[src/rtl/core/rgsr_pkg.sv]
// Shared types and constants for the ring grid submap region split block.
package rgsr_pkg;

    // Largest supported buffer dimension
    localparam int MAX_DIM     = 1024;
    localparam int NUM_REGIONS = 4;

    // Configuration register indexes
    localparam logic [1:0] CFG_BUF_ROWS   = 2'd0;
    localparam logic [1:0] CFG_BUF_COLS   = 2'd1;
    localparam logic [1:0] CFG_ORIGIN_ROW = 2'd2;
    localparam logic [1:0] CFG_ORIGIN_COL = 2'd3;

    // Register reset values
    localparam logic [10:0] RST_BUF_ROWS   = 11'd1024;
    localparam logic [10:0] RST_BUF_COLS   = 11'd1024;
    localparam logic [9:0]  RST_ORIGIN_ROW = 10'd0;
    localparam logic [9:0]  RST_ORIGIN_COL = 10'd0;

    // Request transaction
    typedef struct packed {
        logic [9:0]  corner_row;
        logic [9:0]  corner_col;
        logic [10:0] span_rows;
        logic [10:0] span_cols;
    } t_req;

    // Result transaction
    typedef struct packed {
        logic [1:0]  region_id;
        logic [9:0]  piece_row;
        logic [9:0]  piece_col;
        logic [10:0] piece_rows;
        logic [10:0] piece_cols;
        logic        success;
        logic        final_piece;
    } t_res;

    // Current configuration
    typedef struct packed {
        logic [10:0] buf_rows;
        logic [10:0] buf_cols;
        logic [9:0]  origin_row;
        logic [9:0]  origin_col;
    } t_cfg;

    // One region's piece
    typedef struct packed {
        logic [9:0]  row;
        logic [9:0]  col;
        logic [10:0] rows;
        logic [10:0] cols;
    } t_piece;

    // Outcome of the split of one request
    typedef struct packed {
        logic                         fail;
        t_piece [NUM_REGIONS-1:0]     piece;
    } t_split;

endpackage

[src/rtl/core/rgsr_split.sv]
// Combinational split of one submap request into its four quadrant pieces.
module rgsr_split import rgsr_pkg::*; (
    input  t_cfg   i_cfg,
    input  t_req   i_req,
    output t_split o_split
);

    localparam logic [10:0] DIM_MAX = 11'(MAX_DIM);

    logic [10:0] rr, cc_n;
    logic [11:0] dr, dc, ur, uc;
    logic [11:0] fit_r, fit_c;
    logic [11:0] bsum_r, bsum_c, bw_r, bw_c;
    logic [10:0] br, bc;
    logic        ra, ca, rb, cb;
    logic        bad_size, bad_idx, empty, ovf, back;
    logic        wrap_r, wrap_c;
    logic [10:0] top_rows, left_cols, bot_rows, right_cols;
    logic        kr, kc, row_use, col_use;
    logic [9:0]  p_row, p_col;
    logic [10:0] p_rows, p_cols;

    always_comb begin
        rr   = i_cfg.buf_rows;
        cc_n = i_cfg.buf_cols;

        // Configuration and request range checks
        bad_size = (rr == 11'd0) || (cc_n == 11'd0) || (rr > DIM_MAX) || (cc_n > DIM_MAX);
        bad_idx  = ({1'b0, i_req.corner_row} >= rr) || ({1'b0, i_req.corner_col} >= cc_n)
                || ({1'b0, i_cfg.origin_row} >= rr) || ({1'b0, i_cfg.origin_col} >= cc_n);
        empty    = (i_req.span_rows == 11'd0) || (i_req.span_cols == 11'd0);

        // Unwrapped corner position relative to the origin
        dr = {2'b00, i_req.corner_row} - {2'b00, i_cfg.origin_row};
        dc = {2'b00, i_req.corner_col} - {2'b00, i_cfg.origin_col};
        ur = dr[11] ? dr + {1'b0, rr}   : dr;
        uc = dc[11] ? dc + {1'b0, cc_n} : dc;

        // Submap must fit inside the buffer
        fit_r = {1'b0, ur[10:0]} + {1'b0, i_req.span_rows};
        fit_c = {1'b0, uc[10:0]} + {1'b0, i_req.span_cols};
        ovf   = (fit_r > {1'b0, rr}) || (fit_c > {1'b0, cc_n});

        // Wrapped bottom-right corner
        bsum_r = {2'b00, i_req.corner_row} + {1'b0, i_req.span_rows} - 12'd1;
        bsum_c = {2'b00, i_req.corner_col} + {1'b0, i_req.span_cols} - 12'd1;
        bw_r   = (bsum_r >= {1'b0, rr})   ? bsum_r - {1'b0, rr}   : bsum_r;
        bw_c   = (bsum_c >= {1'b0, cc_n}) ? bsum_c - {1'b0, cc_n} : bsum_c;
        br     = bw_r[10:0];
        bc     = bw_c[10:0];

        // Quadrant of each corner: set means before the origin
        ra = i_req.corner_row < i_cfg.origin_row;
        ca = i_req.corner_col < i_cfg.origin_col;
        rb = br < {1'b0, i_cfg.origin_row};
        cb = bc < {1'b0, i_cfg.origin_col};
        back = (ra && !rb) || (ca && !cb);

        wrap_r = rb && !ra;
        wrap_c = cb && !ca;
        top_rows   = wrap_r ? rr - {1'b0, i_req.corner_row}   : i_req.span_rows;
        left_cols  = wrap_c ? cc_n - {1'b0, i_req.corner_col} : i_req.span_cols;
        bot_rows   = i_req.span_rows - top_rows;
        right_cols = i_req.span_cols - left_cols;

        o_split.fail = bad_size || bad_idx || empty || ovf || back;

        // Each region takes its row extent and column extent independently
        for (int k = 0; k < NUM_REGIONS; k++) begin
            kr = k[1];
            kc = k[0];
            row_use = 1'b0;
            col_use = 1'b0;
            p_row   = '0;
            p_col   = '0;
            p_rows  = '0;
            p_cols  = '0;
            if (kr == ra) begin
                row_use = 1'b1;
                p_row   = i_req.corner_row;
                p_rows  = top_rows;
            end else if (kr && wrap_r) begin
                row_use = 1'b1;
                p_rows  = bot_rows;
            end
            if (kc == ca) begin
                col_use = 1'b1;
                p_col   = i_req.corner_col;
                p_cols  = left_cols;
            end else if (kc && wrap_c) begin
                col_use = 1'b1;
                p_cols  = right_cols;
            end
            if (row_use && col_use) begin
                o_split.piece[k] = '{row: p_row, col: p_col, rows: p_rows, cols: p_cols};
            end else begin
                o_split.piece[k] = '0;
            end
        end
    end

endmodule

[src/rtl/core/ring_grid_submap_region_split.sv]
// Top level: request register, split logic, result bank and result sequencer.
// A request passes through the request register and then the result bank before its first
// result shows; it waits in the request register while the bank holds the previous results.
// Results stream one per cycle from the result bank (a failed request gives a single result),
// and the next request is accepted and split meanwhile.
// The receiver cannot stall: busy rises only while a split request waits for the bank.
// Synchronous active-low reset clears valids and restores configuration defaults.
module ring_grid_submap_region_split import rgsr_pkg::*; (
    input  logic        i_clk,
    input  logic        i_rst_n,
    // request channel
    input  logic        start,
    output logic        busy,
    input  t_req        i_req,
    // result channel
    output logic        o_res_strobe,
    output t_res        o_res,
    // configuration channel
    input  logic        i_cfg_valid,
    output logic        o_cfg_ready,
    input  logic [1:0]  i_cfg_index,
    input  logic [10:0] i_cfg_data
);

    t_cfg   r_cfg;
    t_req   r_req;
    logic   r_req_valid;
    t_split w_split;
    t_split r_bank;
    logic   r_bank_valid;
    logic [1:0] r_idx;

    logic   w_last, w_bank_free, w_move, w_accept;
    t_piece w_piece;

    assign o_cfg_ready = 1'b1;

    // Configuration registers
    always_ff @(posedge i_clk) begin
        if (!i_rst_n) begin
            r_cfg.buf_rows   <= RST_BUF_ROWS;
            r_cfg.buf_cols   <= RST_BUF_COLS;
            r_cfg.origin_row <= RST_ORIGIN_ROW;
            r_cfg.origin_col <= RST_ORIGIN_COL;
        end else if (i_cfg_valid) begin
            case (i_cfg_index)
                CFG_BUF_ROWS:   r_cfg.buf_rows   <= i_cfg_data;
                CFG_BUF_COLS:   r_cfg.buf_cols   <= i_cfg_data;
                CFG_ORIGIN_ROW: r_cfg.origin_row <= i_cfg_data[9:0];
                CFG_ORIGIN_COL: r_cfg.origin_col <= i_cfg_data[9:0];
                default: ;
            endcase
        end
    end

    // Handshake: the bank frees when it shows its last result this cycle
    assign w_last      = r_bank.fail || (r_idx == 2'(NUM_REGIONS - 1));
    assign w_bank_free = !r_bank_valid || w_last;
    assign w_move      = r_req_valid && w_bank_free;
    assign busy        = r_req_valid && !w_bank_free;
    assign w_accept    = start && !busy;

    // Request register
    always_ff @(posedge i_clk) begin
        if (!i_rst_n) begin
            r_req_valid <= 1'b0;
        end else if (w_accept) begin
            r_req_valid <= 1'b1;
        end else if (w_move) begin
            r_req_valid <= 1'b0;
        end
    end

    always_ff @(posedge i_clk) begin
        if (w_accept) begin
            r_req <= i_req;
        end
    end

    rgsr_split u_split (
        .i_cfg   (r_cfg),
        .i_req   (r_req),
        .o_split (w_split)
    );

    // Result bank and region counter
    always_ff @(posedge i_clk) begin
        if (!i_rst_n) begin
            r_bank_valid <= 1'b0;
            r_idx        <= 2'd0;
        end else if (w_move) begin
            r_bank_valid <= 1'b1;
            r_idx        <= 2'd0;
        end else if (r_bank_valid) begin
            if (w_last) begin
                r_bank_valid <= 1'b0;
                r_idx        <= 2'd0;
            end else begin
                r_idx <= r_idx + 2'd1;
            end
        end
    end

    always_ff @(posedge i_clk) begin
        if (w_move) begin
            r_bank <= w_split;
        end
    end

    // Result transaction
    assign w_piece      = r_bank.piece[r_idx];
    assign o_res_strobe = r_bank_valid;

    always_comb begin
        if (r_bank.fail) begin
            o_res = '0;
            o_res.final_piece = 1'b1;
        end else begin
            o_res.region_id   = r_idx;
            o_res.piece_row   = w_piece.row;
            o_res.piece_col   = w_piece.col;
            o_res.piece_rows  = w_piece.rows;
            o_res.piece_cols  = w_piece.cols;
            o_res.success     = 1'b1;
            o_res.final_piece = w_last;
        end
    end

endmodule

[config.mk]
export PLATFORM = sky130hd
export DESIGN_NAME = ring_grid_submap_region_split
export DESIGN_NICKNAME = d
export VERILOG_FILES = /design/src/rtl/core/rgsr_pkg.sv /design/src/rtl/core/rgsr_split.sv /design/src/rtl/core/ring_grid_submap_region_split.sv
export SDC_FILE = /design/constraint.sdc
export NUM_CORES = 1
export LEC_CHECK = 0
export ABC_AREA = 1
export BUFFER_PORTS_ARGS = -buffer_cell sky130_fd_sc_hd__buf_2
export CAP_MARGIN = 20
export CORE_MARGIN = 10
export CORE_UTILIZATION = 50
export CTS_CLUSTER_DIAMETER = 40
export DETAILED_ROUTE_END_ITERATION = 6
export MAX_ROUTING_LAYER = met4
export PLACE_DENSITY = 0.7
export SYNTH_ARGS = -nofsm -noshare
export SYNTH_HDL_FRONTEND = slang
export SYNTH_SLANG_ARGS = --single-unit
[constraint.sdc]
create_clock -name i_clk -period 8.7 [get_ports i_clk]
set_clock_uncertainty 0.05 [all_clocks]
set_input_delay 0.87 -clock i_clk [delete_from_list [all_inputs] [get_ports i_clk]]
set_output_delay 0.87 -clock i_clk [all_outputs]
set_load 0.02 [all_outputs]
* Yosys cells after proc, flatten, opt, wreduce, memory -nomap -nowiden *
Index checks and enable logic that the tools add are counted.

storage, ports and cells
  register bits = 257
  input port bits = 59
  output and inout bits = 49
  logic and storage cells = 140

cells by class
  add/sub/neg operators = 17
  $lt $le $gt $ge = 15
  equal/unequal tests = 4
  mux-type cells = 31
  bitwise operators = 1
  reduce and logical (&&, ||, !) cells = 44

operators with widths
  cell                                                number
  two-way mux 11 bit                                  12
  binary-select mux 42 bit (select 2 bit)             1
  two-way mux 46 bit                                  1
  >= comparator 10 x 11 -> 1 bit                      4
  logical NOT 11 bit                                  4
  subtractor 11 bit                                   4
  two-way mux 42 bit                                  1
  two-way mux 10 bit                                  4
  adder 10 x 11 -> 12 bit                             2
  adder 11 x 11 -> 12 bit                             2
  >= comparator 12 x 11 -> 1 bit                      2
  > comparator 12 x 11 -> 1 bit                       2
  subtractor 12 x 1 -> 12 bit, second input constant  2
  adder 11 bit                                        2
  > comparator 11 bit, second input constant          2
  less-than comparator 11 x 10 -> 1 bit               2
  subtractor 10 x 10 -> 11 bit                        2
  subtractor 11 x 10 -> 11 bit                        2
  less-than comparator 10 bit                         2
  logical OR 1 bit                                    15
  logical AND 1 bit                                   11
  two-way mux 1 bit                                   11
  AND reduction 2 bit                                 4
  logical NOT 1 bit                                   7
  other kinds (9)                                     11

* Logic depth before layout (Yosys ltp) *
Gate-level depths: netlist of run 1.

  word-level depth = 10
  gate-level depth with buffers = 45
  depth with buffers taken out = 44

* By module *
A second synthesis of run 1 with hierarchy kept.

unflattened totals
  cell total of the unflattened synthesis = 2719
  area total of the unflattened synthesis = 20530.9 sq um

by module, submodules not included
  module                         instances  cells each  area an instance (sq um)  sequential area each (sq um)
  rgsr_split                     1          1788        10433.8                   0.0
  ring_grid_submap_region_split  1          931         10097.2                   7257.0

* Worst setup path before layout of run 1 *
No wires, ideal clock.

  kind = register to register
  start = reg r_bank[168] in the netlist's numbering
  end = reg r_bank[0] in the netlist's numbering, enable pin
  arrival = 7915 ps
  path slack = 34 ps
  cell stages (with the launch flop) = 6
  buffers on the path = 1
  period minus slack after synthesis = 8666 ps
  cell sequence = edfxtp_1 clkbuf_1 nor2_1 inv_1 nor2_1 nor2_1

on the way
  cells in the longest elaborated chain, start to end = 3

RTL lines
  what                      line                                  text
  start: declaration        ring_grid_submap_region_split.sv:29   t_split r_bank;
  start signal: assignment  ring_grid_submap_region_split.sv:106  r_bank <= w_split;
  logical OR 1 bit          ring_grid_submap_region_split.sv:57   assign w_last = r_bank.fail || (r_idx == 2'(NUM_REGIONS - 1));
  logical OR 1 bit          ring_grid_submap_region_split.sv:58   assign w_bank_free = !r_bank_valid || w_last;
  logical AND 1 bit         ring_grid_submap_region_split.sv:59   assign w_move = r_req_valid && w_bank_free;
  net w_move                ring_grid_submap_region_split.sv:33   logic w_last, w_bank_free, w_move, w_accept;

The timed path passes the listed nets, and every way through them passes these cells.
A chain may end at the register's enable or synchronous reset.

* Worst setup path after layout of run 1 *
  start = reg r_req[25] in the netlist's numbering
  end = reg r_bank[136] in the netlist's numbering, data pin

on the way
  cells in the longest elaborated chain, start to end = 10
  elaborated cells on any way between the ends = 17
  classes of those cells = add/sub (5); order compare (3); mux (6); reduce/logical (3)

RTL lines
  what                                                                        line                                 text
  start: declaration                                                          ring_grid_submap_region_split.sv:26  t_req r_req;
  start signal: assignment                                                    ring_grid_submap_region_split.sv:76  r_req <= i_req;
  adder 10 x 11 -> 12 bit                                                     rgsr_split.sv:46                     bsum_c = {2'b00, i_req.corner_col} + {1'b0, i_req.span_cols} - 12'd1;
  subtractor 12 x 1 -> 12 bit                                                 rgsr_split.sv:46
  subtractor 11 bit / >= comparator 12 x 11 -> 1 bit (equally long branches)  rgsr_split.sv:48                     bw_c = (bsum_c >= {1'b0, cc_n}) ? bsum_c - {1'b0, cc_n} : bsum_c;
  two-way mux 11 bit                                                          rgsr_split.sv:48
  less-than comparator 11 x 10 -> 1 bit                                       rgsr_split.sv:56                     cb = bc < {1'b0, i_cfg.origin_col};
  logical AND 1 bit                                                           rgsr_split.sv:60                     wrap_c = cb && !ca;
  two-way mux 11 bit                                                          rgsr_split.sv:62                     left_cols = wrap_c ? cc_n - {1'b0, i_req.corner_col} : i_req.span_cols;
  subtractor 11 bit                                                           rgsr_split.sv:64                     right_cols = i_req.span_cols - left_cols;
  two-way mux 11 bit                                                          rgsr_split.sv:90                     end else if (kc && wrap_c) begin
  two-way mux 11 bit                                                          rgsr_split.sv:86                     if (kc == ca) begin

Parallel ways exist; a longest one is shown, timed or not.

==> results of run 1 <==
per-stage QoR:
| stage | instances | total power, mW | worst slack, ps |
|---|---|---|---|
| after floorplan | 2470 | 3.26 | 34.5 |
| after global placement | 3031 | 3.76 | 1490 |
| after detailed placement | 3031 | 3.81 | 1330 |
| after CTS | 3100 | 5.36 | 1320 |
| after global routing | 3102 | 5.76 | 398 |
| final | 3102 | 5.38 | 1230 |
sequential cells by signal, indices dropped and copies added, names as in the netlist:
name	count
r_bank	169
r_cfg	42
r_req	42
r_idx	2
o_res_strobe	1
r_req_valid	1
synthesized netlist by cell type (all sizes together), types with 2 or more instances:
library cell	number
or2	5
o211ai	6
a22oi	4
a21oi	241
ha	215
nor2	400
o21bai	25
clkinv	5
dfxtp	46
edfxtp	211
nand4	19
nor3	8
o22ai	2
a21boi	5
nor4	11
fa	12
o21ai	251
clkbuf	65
xor2	57
a31oi	9
nand3	99
inv	337
a211oi	8
xnor2	35
nand3b	4
a21o	14
nand2	352
buf	14
o2111ai	2
cell usage in the layout, fill, tap and decap left out, types with 11 or more instances in the layout:
cell type and n:
o21bai_1 24, a21oi_1 240, inv_2 11, nor4_1 11, xnor2_1 35, dfxtp_1 44, ha_1 215, edfxtp_1 211
nand2_1 336, inv_1 325, fa_1 12, buf_2 106, a21o_1 14, o21ai_0 224, xor2_1 57, nand2_2 16
nand3_1 91, nand4_1 19, nor2_1 388, clkbuf_16 40, o21ai_1 19, buf_4 16
where the power goes:
| group | switching [mW] | internal [mW] | leakage [nW] |
|---|---|---|---|
| combinational | 1.51 | 0.793 | 6.92 |
| sequential | 0.0547 | 1.47 | 2.43 |
| clock | 0.601 | 0.948 | 0.607 |
| total | 2.16 | 3.22 | 9.96 |
worst max-delay path, delay by kind of cell, from the launching register on:
kind / cells / cell delay [ps]
adder cells (fa/ha/maj): 5 / 1720
AO/OA/AOI/OAI: 10 / 2040
XOR/XNOR: 1 / 130
AND/OR/NAND/NOR: 15 / 1540
buffers and inverters: 5 / 1180
flip-flops: 1 / 510
final cells by class:
type | instances | area [µm²] | area share
antenna | 1 | 2.50 | 0.000115
tap | 518 | 648 | 0.0298
timing repair buffer | 123 | 678 | 0.0312
clock inverter | 21 | 219 | 0.0101
clock buffer | 48 | 1040 | 0.0479
sequential | 257 | 7260 | 0.334
inverter | 342 | 1290 | 0.0592
multi-input combinational | 1792 | 10600 | 0.488
cell families (layout without fill, tap and decap cells):
logic type | count (synthesis) | count (layout) | synth area share
AO/OA/AOI/OAI | 573 | 573 | 0.160
other | 1 | 2 | 0.000193
AND/OR/NAND/NOR | 899 | 899 | 0.192
adder cells (fa/ha/maj) | 227 | 227 | 0.151
XOR/XNOR | 92 | 92 | 0.0414
flip-flops | 257 | 257 | 0.373
buffers and inverters | 421 | 534 | 0.0829
metal layers:
layer	GRT usage	routed length (µm)	vias up
li1	-	-	8468
met1	0.357	27700	8068
met2	0.372	25800	612
met3	0.0437	4800	77
met4	0.0729	1340	0
met5	-	0	-
final timing paths:
check                               to  slack (ps)                     start  cells past startpoint
max          r_bank[136]$_SDFFCE_PN0P_        1230       r_req[25]$_DFFE_PP_                     36
min                r_req[19]$_DFFE_PP_         430                 i_req[19]                      1
max reg2reg  r_bank[136]$_SDFFCE_PN0P_        1230       r_req[25]$_DFFE_PP_                     36
min reg2reg    o_res_strobe$_SDFF_PN0_         500  r_req_valid$_SDFFE_PN0P_                      2
==> qor.csv, run 1 <==
stage,metric,value,unit
outcome,status,finished clean,
clock_network,"CTS clk-pin slew, worst paths",60,ps
placement,final HPWL from detailed placement,44900,µm
critical_path,Worst EP required,8930,ps
placement,Port-buffer cells,106,
sta,setup_tns,0,ps
routing,DRT iter0 DRCs,1365,
sta,WHS,432,ps
clock_network,TritonCTS Buffers,39,
final_layout,post-layout util,0.564,
final_layout,Layout fillers,3669,
floorplan,Starting Density,0.505,
sta,Tmin final,7470,ps
synthesis,register bit count reported by yosys,257,
floorplan,area of the die,47200,µm²
critical_path,crit-path most repeated cell,nand2_1,
clock_network,hold buffer count at cts,0,
clock_network,later-pin clock latency in the skew report,570,ps
floorplan,die height,217,µm
floorplan,I/O pins,108,
clock_network,Clock Sinks,257,
critical_path,Crit Path Class,flop to flop,
run,Max Cap Viol,0,
clock_network,CTS tree,yes,
grt,vias in the first global route,16300,
critical_path,crit-path max FO,27,
synthesis,sequential area share after synthesis,0.373,
critical_path,Critical Path Sink Type,flop,
routing,final WL,59600,µm
clock_network,Clock Root Buffer,clkbuf_16,
clock_network,H-tree depth,2,
grt,first-pass GRT wire length,92200,µm
final_layout,layout cells sized above 1,0.0960,
critical_path,"Largest stage delay, worst path",510,ps
synthesis,synthesized area,19500,µm²
synthesis,Synth area leader,edfxtp_1,
synthesis,Syn Nets,2756,
sta,relative slew slack,0.288,
routing,vias per cell,5.55,
clock_network,PostCTS Resize Cnt,0,
synthesis,Synth area leaders,"edfxtp_1, ha_1, nor2_1",
sta,Final Cycle Share,0.858,
sta,Setup-failing EPs final,0,
synthesis,Post-synth EDFFs,211,
synthesis,Yosys top cell area share,0.326,
routing,WL/cell,19.2,µm
floorplan,FP Rows,72,
floorplan,Die W,217,µm
routing,DR pass1 iterations,5,
final_layout,area grow syn2layout,11.7,%
sta,FMAX,134,MHz
placement,dpl cell area,20400,µm²
floorplan,core area,38600,µm²
grt,initial antenna violation count,2,
sta,Fin. Hold Viols,0,
sta,Slew @ Worst Pin,1070,ps
grt,gr ovfl total,0,
sta,RSZ-0062 raised after global routing,no,
power_and_ir_drop,Power Dens Cells,247,nW/µm²
synthesis,mean area per synthesized cell,7.88,µm²
synthesis,Cell variety after synth,55,
clock_network,Post-CTS Setup Inserts,0,
grt,largest net degree at the start of global routing,89,
synthesis,ys async rst share,0,
routing,vias,17200,
critical_path,CP max stage cell,edfxtp_1,
routing,DRC violations left,0,
power_and_ir_drop,leak pwr,9.96,nW
routing,"antenna viol nets, final",0,
critical_path,Critical Path AT,7700,ps
worst_hold_path,worst hold path class,primary input to flop,
final_layout,Post-Layout Inst Area,21700,µm²
placement,placer's final routability congestion estimate,0.948,
synthesis,Syn Inst Count,2470,
critical_path,startpoint types,flop,
sta,Slew Limit Fails,0,
final_layout,Final nets,2841,
power_and_ir_drop,Max VDD drop,0.000157,V
clock_network,Max clock buf depth,3,
grt,Total Routing Usage GR,0.255,
synthesis,Syn. warnings,0,
synthesis,Synth Flop Type,edfxtp_1,
Power figures use the tool's default switching activity.
==> run 2, diff against run 1 <==
- ABC_AREA: 1 -> default
- CORE_ASPECT_RATIO: default -> 0.5
- CTS_CLUSTER_DIAMETER: 40 -> default
==> qor.csv, run 2 <==
stage,metric,value,unit
clock_network,hold buffer count at cts,0,
grt,initial antenna violation count,0,
final_layout,biggest regs,"r_bank (169), r_cfg (42), r_req (42)",
synthesis,mean area per synthesized cell,9.56,µm²
routing,WL/cell,20.9,µm
placement,DP Worst Slack,-119,ps
final_layout,Largest Register,r_bank,
sta,setup_tns,0,ps
critical_path,"Largest stage delay, worst path",490,ps
synthesis,Synth area leaders,"edfxtp_1, ha_1, mux4_2",
clock_network,Clock Sinks,257,
final_layout,Final nets,2506,
critical_path,r2r startpoint,r_req[23]$_DFFE_PP_,
placement,Cells after DPL,2711,
final_layout,most frequent cells in the layout,"nor2_1, ha_1, edfxtp_1",
critical_path,Worst EP required,9010,ps
synthesis,sequential area share after synthesis,0.365,
critical_path,Crit Path Class,flop to flop,
clock_network,Clock Root Buffer,clkbuf_16,
floorplan,Die W,302,µm
floorplan,Starting Density,0.509,
grt,GR peak layer,met2,
synthesis,Syn Nets,2368,
synthesis,most instantiated library cell after synthesis,nor2_1,
synthesis,Syn. warnings,0,
routing,DRC violations left,0,
sta,Tmin final,8420,ps
critical_path,Critical Path Sink Type,flop,
grt,GR Layer Usage met2,0.376,
grt,vias in the first global route,15800,
final_layout,area grow syn2layout,12.5,%
synthesis,register bit count reported by yosys,257,
sta,Setup-failing EPs final,0,
power_and_ir_drop,Tot Pwr,5.41,mW
critical_path,Critical Path AT,8730,ps
sta,Fin. Hold Viols,0,
critical_path,r2r setup slk,280,ps
critical_path,R2R Path End,r_bank[132]$_SDFFCE_PN0P_,
synthesis,Synth area leader,edfxtp_1,
clock_network,Max clock buf depth,3,
grt,GR Util met3,0.0306,
routing,"antenna viol nets, final",0,
final_layout,layout cells sized above 1,0.151,
clock_network,TritonCTS Buffers,25,
routing,vias,16300,
synthesis,Yosys top cell area share,0.318,
clock_network,CTS tree,yes,
routing,final WL,57900,µm
routing,vias per cell,5.90,
worst_hold_path,hold path startpoint,i_req[33],
synthesis,Post-synth EDFFs,211,
sta,relative slew slack,0.305,
grt,met1 Use GR,0.316,
floorplan,die height,161,µm
final_layout,ant diodes,0,
floorplan,FP Rows,51,
final_layout,Post-Layout Inst Area,22400,µm²
synthesis,Synth Flop Type,edfxtp_1,
synthesis,Syn Inst Count,2082,
sta,FMAX,119,MHz
power_and_ir_drop,leak pwr,9.10,nW
worst_hold_path,hold path endpoint,r_req[33]$_DFFE_PP_,
worst_hold_path,Hold Path Depth,1,
final_layout,fin cells,2769,
worst_hold_path,worst hold path class,primary input to flop,
synthesis,ys async rst share,0,
final_layout,max reg flops,169,
critical_path,startpoint types,flop,
critical_path,CP max stage cell,or4_4,
clock_network,later-pin clock latency in the skew report,570,ps
grt,first-pass GRT wire length,88900,µm
synthesis,synthesized area,19900,µm²
power_and_ir_drop,Power Dens Cells,241,nW/µm²
sta,Slew Limit Fails,0,
power_and_ir_drop,Max VDD drop,0.000248,V
placement,final HPWL from detailed placement,43700,µm
critical_path,crit-path max FO,9,
sta,Final Cycle Share,0.967,
placement,Port-buffer cells,106,
routing,DR pass1 iterations,5,
floorplan,core area,39100,µm²
routing,DRT iter0 DRCs,1547,
sta,Slew @ Worst Pin,1040,ps
run,Max Cap Viol,0,
clock_network,"CTS clk-pin slew, worst paths",80,ps
synthesis,Cell variety after synth,89,
outcome,status,finished clean,
critical_path,R2R cell count,38,
clock_network,H-tree depth,1,
synthesis,top post-synthesis cells by count,"nor2_1, ha_1, edfxtp_1",
placement,placer's final routability congestion estimate,1.00,
floorplan,I/O pins,108,
placement,dpl cell area,21300,µm²
final_layout,"commonest non-fill, non-tap cell in the layout",nor2_1,
grt,largest net degree at the start of global routing,91,
grt,Total Routing Usage GR,0.235,
sta,Final WS setup,283,ps
grt,gr ovfl total,0,
critical_path,crit-path most repeated cell,ha_1,
floorplan,area of the die,48700,µm²
-- run 2: cell count changes after synthesis, sizes merged, moves of 39 or more --
cell   before  now
a21oi     241  144
and2        1   56
inv       337  192
mux4        0   42
nand2     352  112
nand3      99   37
nor2      400  244
nor2b       0   49
nor3        8   61
o21ai     251   86
xnor2      35   74
-- run 2: stage by stage --
stage,utilization,hold slack [ps]
2_1_floorplan,-,411
3_3_place_gp,0.545,427
3_5_place_dp,0.545,445
4_1_cts,0.567,406
5_1_grt,0.572,412
6_report,0.572,420
-- run 2: worst max-delay path: cells and delay by family, from the launching register on --
family	cells	cell delay, ps
AO/OA/AOI/OAI	16	2890
adder cells (fa/ha/maj)	8	2170
AND/OR/NAND/NOR	7	1760
buffers and inverters	5	400
flip-flops	1	390
multiplexers	1	320
XOR/XNOR	1	200
-- run 2: timing repair --
item,in CTS,in global routing
pin swaps,0,4
gates resized for setup,3,19
setup endpoints to repair,12,18
hold endpoints to repair,0,0
buffers inserted,0,10
-- run 2: cell type report --
class,instances,area [µm²]
fillers,3400,16700
multi-input cells,1557,11700
inverters,194,728
clock inverters,21,231
clock buffers,25,626
well taps,530,663
repair buffers,185,1160
flip-flops and latches,257,7260
-- run 2: metal layers --
| layer | routed length (µm) | vias up |
|---|---|---|
| met5 | 0 | - |
| met4 | 1480 | 0 |
| met3 | 4400 | 107 |
| met2 | 26600 | 594 |
| met1 | 25400 | 7778 |
| li1 | - | 7845 |
-- run 2: kinds of logic after synthesis --
group	count (synthesis)	synth area share
fa+ha+maj	232	0.150
other cells	1	0.000188
xor+xnor	97	0.0427
mux	79	0.0676
buf+inv	268	0.0514
compound gates	473	0.159
simple gates	675	0.165
flops	257	0.365
-- run 2: how the worst max path moves through the flow --
stage | to | cells past startpoint | slack (ps) | startpoint
finish | r_bank[132]$_SDFFCE_PN0P_ | 38 | 280 | r_req[23]$_DFFE_PP_
global route | r_bank[132]$_SDFFCE_PN0P_ | 38 | -190 | r_req[23]$_DFFE_PP_
CTS | r_bank[132]$_SDFFCE_PN0P_ | 39 | 60 | r_req[23]$_DFFE_PP_
detailed placement | r_bank[132]$_SDFFCE_PN0P_ | 39 | -120 | r_req[23]$_DFFE_PP_
global placement | r_bank[47]$_SDFFCE_PN0P_ | 38 | 90 | r_req[23]$_DFFE_PP_
floorplan | r_bank[132]$_SDFFCE_PN0P_ | 43 | 80 | r_req[23]$_DFFE_PP_
-- run 2: power breakdown --
part / switching [mW] / internal [mW] / total, mW
sequential: 0.0465 / 1.50 / 1.55
clock: 0.517 / 0.652 / 1.17
combinational: 1.62 / 1.07 / 2.69
total: 2.19 / 3.22 / 5.41
==> run 3, diff against run 2 <==
- RECOVER_POWER: default -> 25
==> qor.csv, run 3 (synthesis gave the netlist of run 2 again) <==
stage,metric,value,unit
critical_path,"Largest stage delay, worst path",490,ps
critical_path,R2R Path End,r_bank[132]$_SDFFCE_PN0P_,
sta,Slew Limit Fails,112,
final_layout,ant diodes,0,
routing,DRC violations left,0,
final_layout,Layout fillers,3411,
final_layout,Largest Register,r_bank,
routing,DR pass1 iterations,5,
grt,largest net degree at the start of global routing,91,
sta,Setup-failing EPs final,0,
final_layout,most frequent cells in the layout,"nor2_1, ha_1, edfxtp_1",
power_and_ir_drop,Sw Share,0.405,
floorplan,I/O pins,108,
final_layout,area occupied by multi-input gates,11700,µm²
clock_network,Max clock buf depth,3,
worst_hold_path,hold path startpoint,i_req[33],
power_and_ir_drop,Power Dens Cells,242,nW/µm²
floorplan,core area,39100,µm²
routing,DRT iter0 DRCs,1557,
grt,gr ovfl total,0,
clock_network,TritonCTS Buffers,25,
clock_network,"CTS clk-pin slew, worst paths",80,ps
final_layout,Final nets,2506,
run,Max Cap Viol,3,
clock_network,CTS tree,yes,
floorplan,die height,161,µm
final_layout,area grow syn2layout,12.3,%
sta,Tmin final,8410,ps
critical_path,r2r setup slk,290,ps
sta,FMAX,119,MHz
routing,final WL,57900,µm
final_layout,fin cells,2769,
final_layout,layout cells sized above 1,0.145,
routing,met1 wire length,25500,µm
worst_hold_path,worst hold path class,primary input to flop,
routing,wire length on met2,26500,µm
critical_path,startpoint types,flop,
outcome,status,finished with violations,
final_layout,max reg flops,169,
critical_path,Critical Path AT,8730,ps
critical_path,Crit Path Class,flop to flop,
sta,Fin. Hold Viols,0,
placement,placer's final routability congestion estimate,1.00,
floorplan,Starting Density,0.509,
power_and_ir_drop,Comb power frac,0.497,
clock_network,Clock Sinks,257,
grt,first-pass GRT wire length,88900,µm
power_and_ir_drop,part of the power in the clock network,0.216,
critical_path,CP max stage cell,or4_4,
final_layout,biggest regs,"r_bank (169), r_cfg (42), r_req (42)",
sta,Final Cycle Share,0.967,
floorplan,Die W,302,µm
sta,Final WS setup,288,ps
critical_path,r2r startpoint,r_req[23]$_DFFE_PP_,
routing,WL/cell,20.9,µm
grt,vias in the first global route,15800,
sta,relative slew slack,-1.25,
routing,Top Metal Used,met4,
sta,Slew @ Worst Pin,3350,ps
worst_hold_path,hold path endpoint,r_req[33]$_DFFE_PP_,
critical_path,Critical Path Sink Type,flop,
final_layout,area occupied by registers,7260,µm²
final_layout,post-layout util,0.571,
power_and_ir_drop,sw power,2.19,mW
worst_hold_path,Hold Path Depth,1,
routing,vias,16300,
floorplan,area of the die,48700,µm²
clock_network,later-pin clock latency in the skew report,570,ps
critical_path,crit-path max FO,9,
power_and_ir_drop,leak pwr,9.06,nW
grt,Total Routing Usage GR,0.235,
clock_network,Clock Root Buffer,clkbuf_16,
grt,initial antenna violation count,0,
sta,setup_tns,0,ps
power_and_ir_drop,Tot Pwr,5.41,mW
power_and_ir_drop,internal power,3.22,mW
outcome,failing checks,"capacitance limit, slew limit",
routing,"antenna viol nets, final",0,
placement,DP Worst Slack,-119,ps
power_and_ir_drop,Max VDD drop,0.000248,V
critical_path,crit-path most repeated cell,ha_1,
placement,final HPWL from detailed placement,43700,µm
clock_network,H-tree depth,1,
routing,vias per cell,5.89,
placement,Port-buffer cells,106,
power_and_ir_drop,share of power burned in registers,0.287,
routing,met3 wire length,4290,µm
placement,Cells after DPL,2711,
final_layout,"commonest non-fill, non-tap cell in the layout",nor2_1,
critical_path,R2R cell count,38,
critical_path,Worst EP required,9020,ps
floorplan,FP Rows,51,
## run 3: worst max-delay path: cells and delay by family, from the launching register on
family / cells / cell delay [ps]
buf+inv: 5 / 400
xor+xnor: 1 / 200
flops: 1 / 390
mux: 1 / 320
fa+ha+maj: 8 / 2170
compound gates: 16 / 2900
simple gates: 7 / 1770
## run 3: area by class of cell
class,instances,area share
repair buffers,185,0.0511
multi-input cells,1557,0.524
flip-flops and latches,257,0.325
clock buffers,25,0.0280
well taps,530,0.0297
clock inverters,21,0.0104
inverters,194,0.0326
## run 3: stage by stage
step,hold WS [ps],cell area (µm²)
after floorplan,411,19900
after detailed placement,445,21300
after global routing,412,22400
final,422,22400
after global placement,427,21300
after CTS,406,22200
## run 3: metal layers
layer  vias to the layer above  track usage
li1                       7837            -
met1                      7778        0.316
met2                       586        0.376
met3                       109       0.0306
met4                         0       0.0529
met5                         -            -
## run 3: power groups by stage
stage | Combinational, mW | Sequential [mW] | Clock [mW]
global route | 2.97 | 1.56 | 1.23
floorplan | 1.88 | 1.56 | 0
CTS | 2.60 | 1.55 | 1.18
global placement | 2.54 | 1.57 | 0
detailed placement | 2.58 | 1.58 | 0
finish | 2.69 | 1.55 | 1.17
## run 3: repair_timing
action                                  4_1_cts  5_1_grt
buffers inserted                              0       10
pin swaps                                     0        4
hold buffers                                  0        0
resized for setup                             3       19
hold endpoints to repair                      0        0
endpoints found under the setup margin       12       18
## run 3: how the worst max path moves through the flow
| stage | start | end | cells after the start |
|---|---|---|---|
| floorplan | r_req[23]$_DFFE_PP_ | r_bank[132]$_SDFFCE_PN0P_ | 43 |
| global placement | r_req[23]$_DFFE_PP_ | r_bank[47]$_SDFFCE_PN0P_ | 38 |
| detailed placement | r_req[23]$_DFFE_PP_ | r_bank[132]$_SDFFCE_PN0P_ | 39 |
| CTS | r_req[23]$_DFFE_PP_ | r_bank[132]$_SDFFCE_PN0P_ | 39 |
| global route | r_req[23]$_DFFE_PP_ | r_bank[132]$_SDFFCE_PN0P_ | 38 |
| finish | r_req[23]$_DFFE_PP_ | r_bank[132]$_SDFFCE_PN0P_ | 38 |
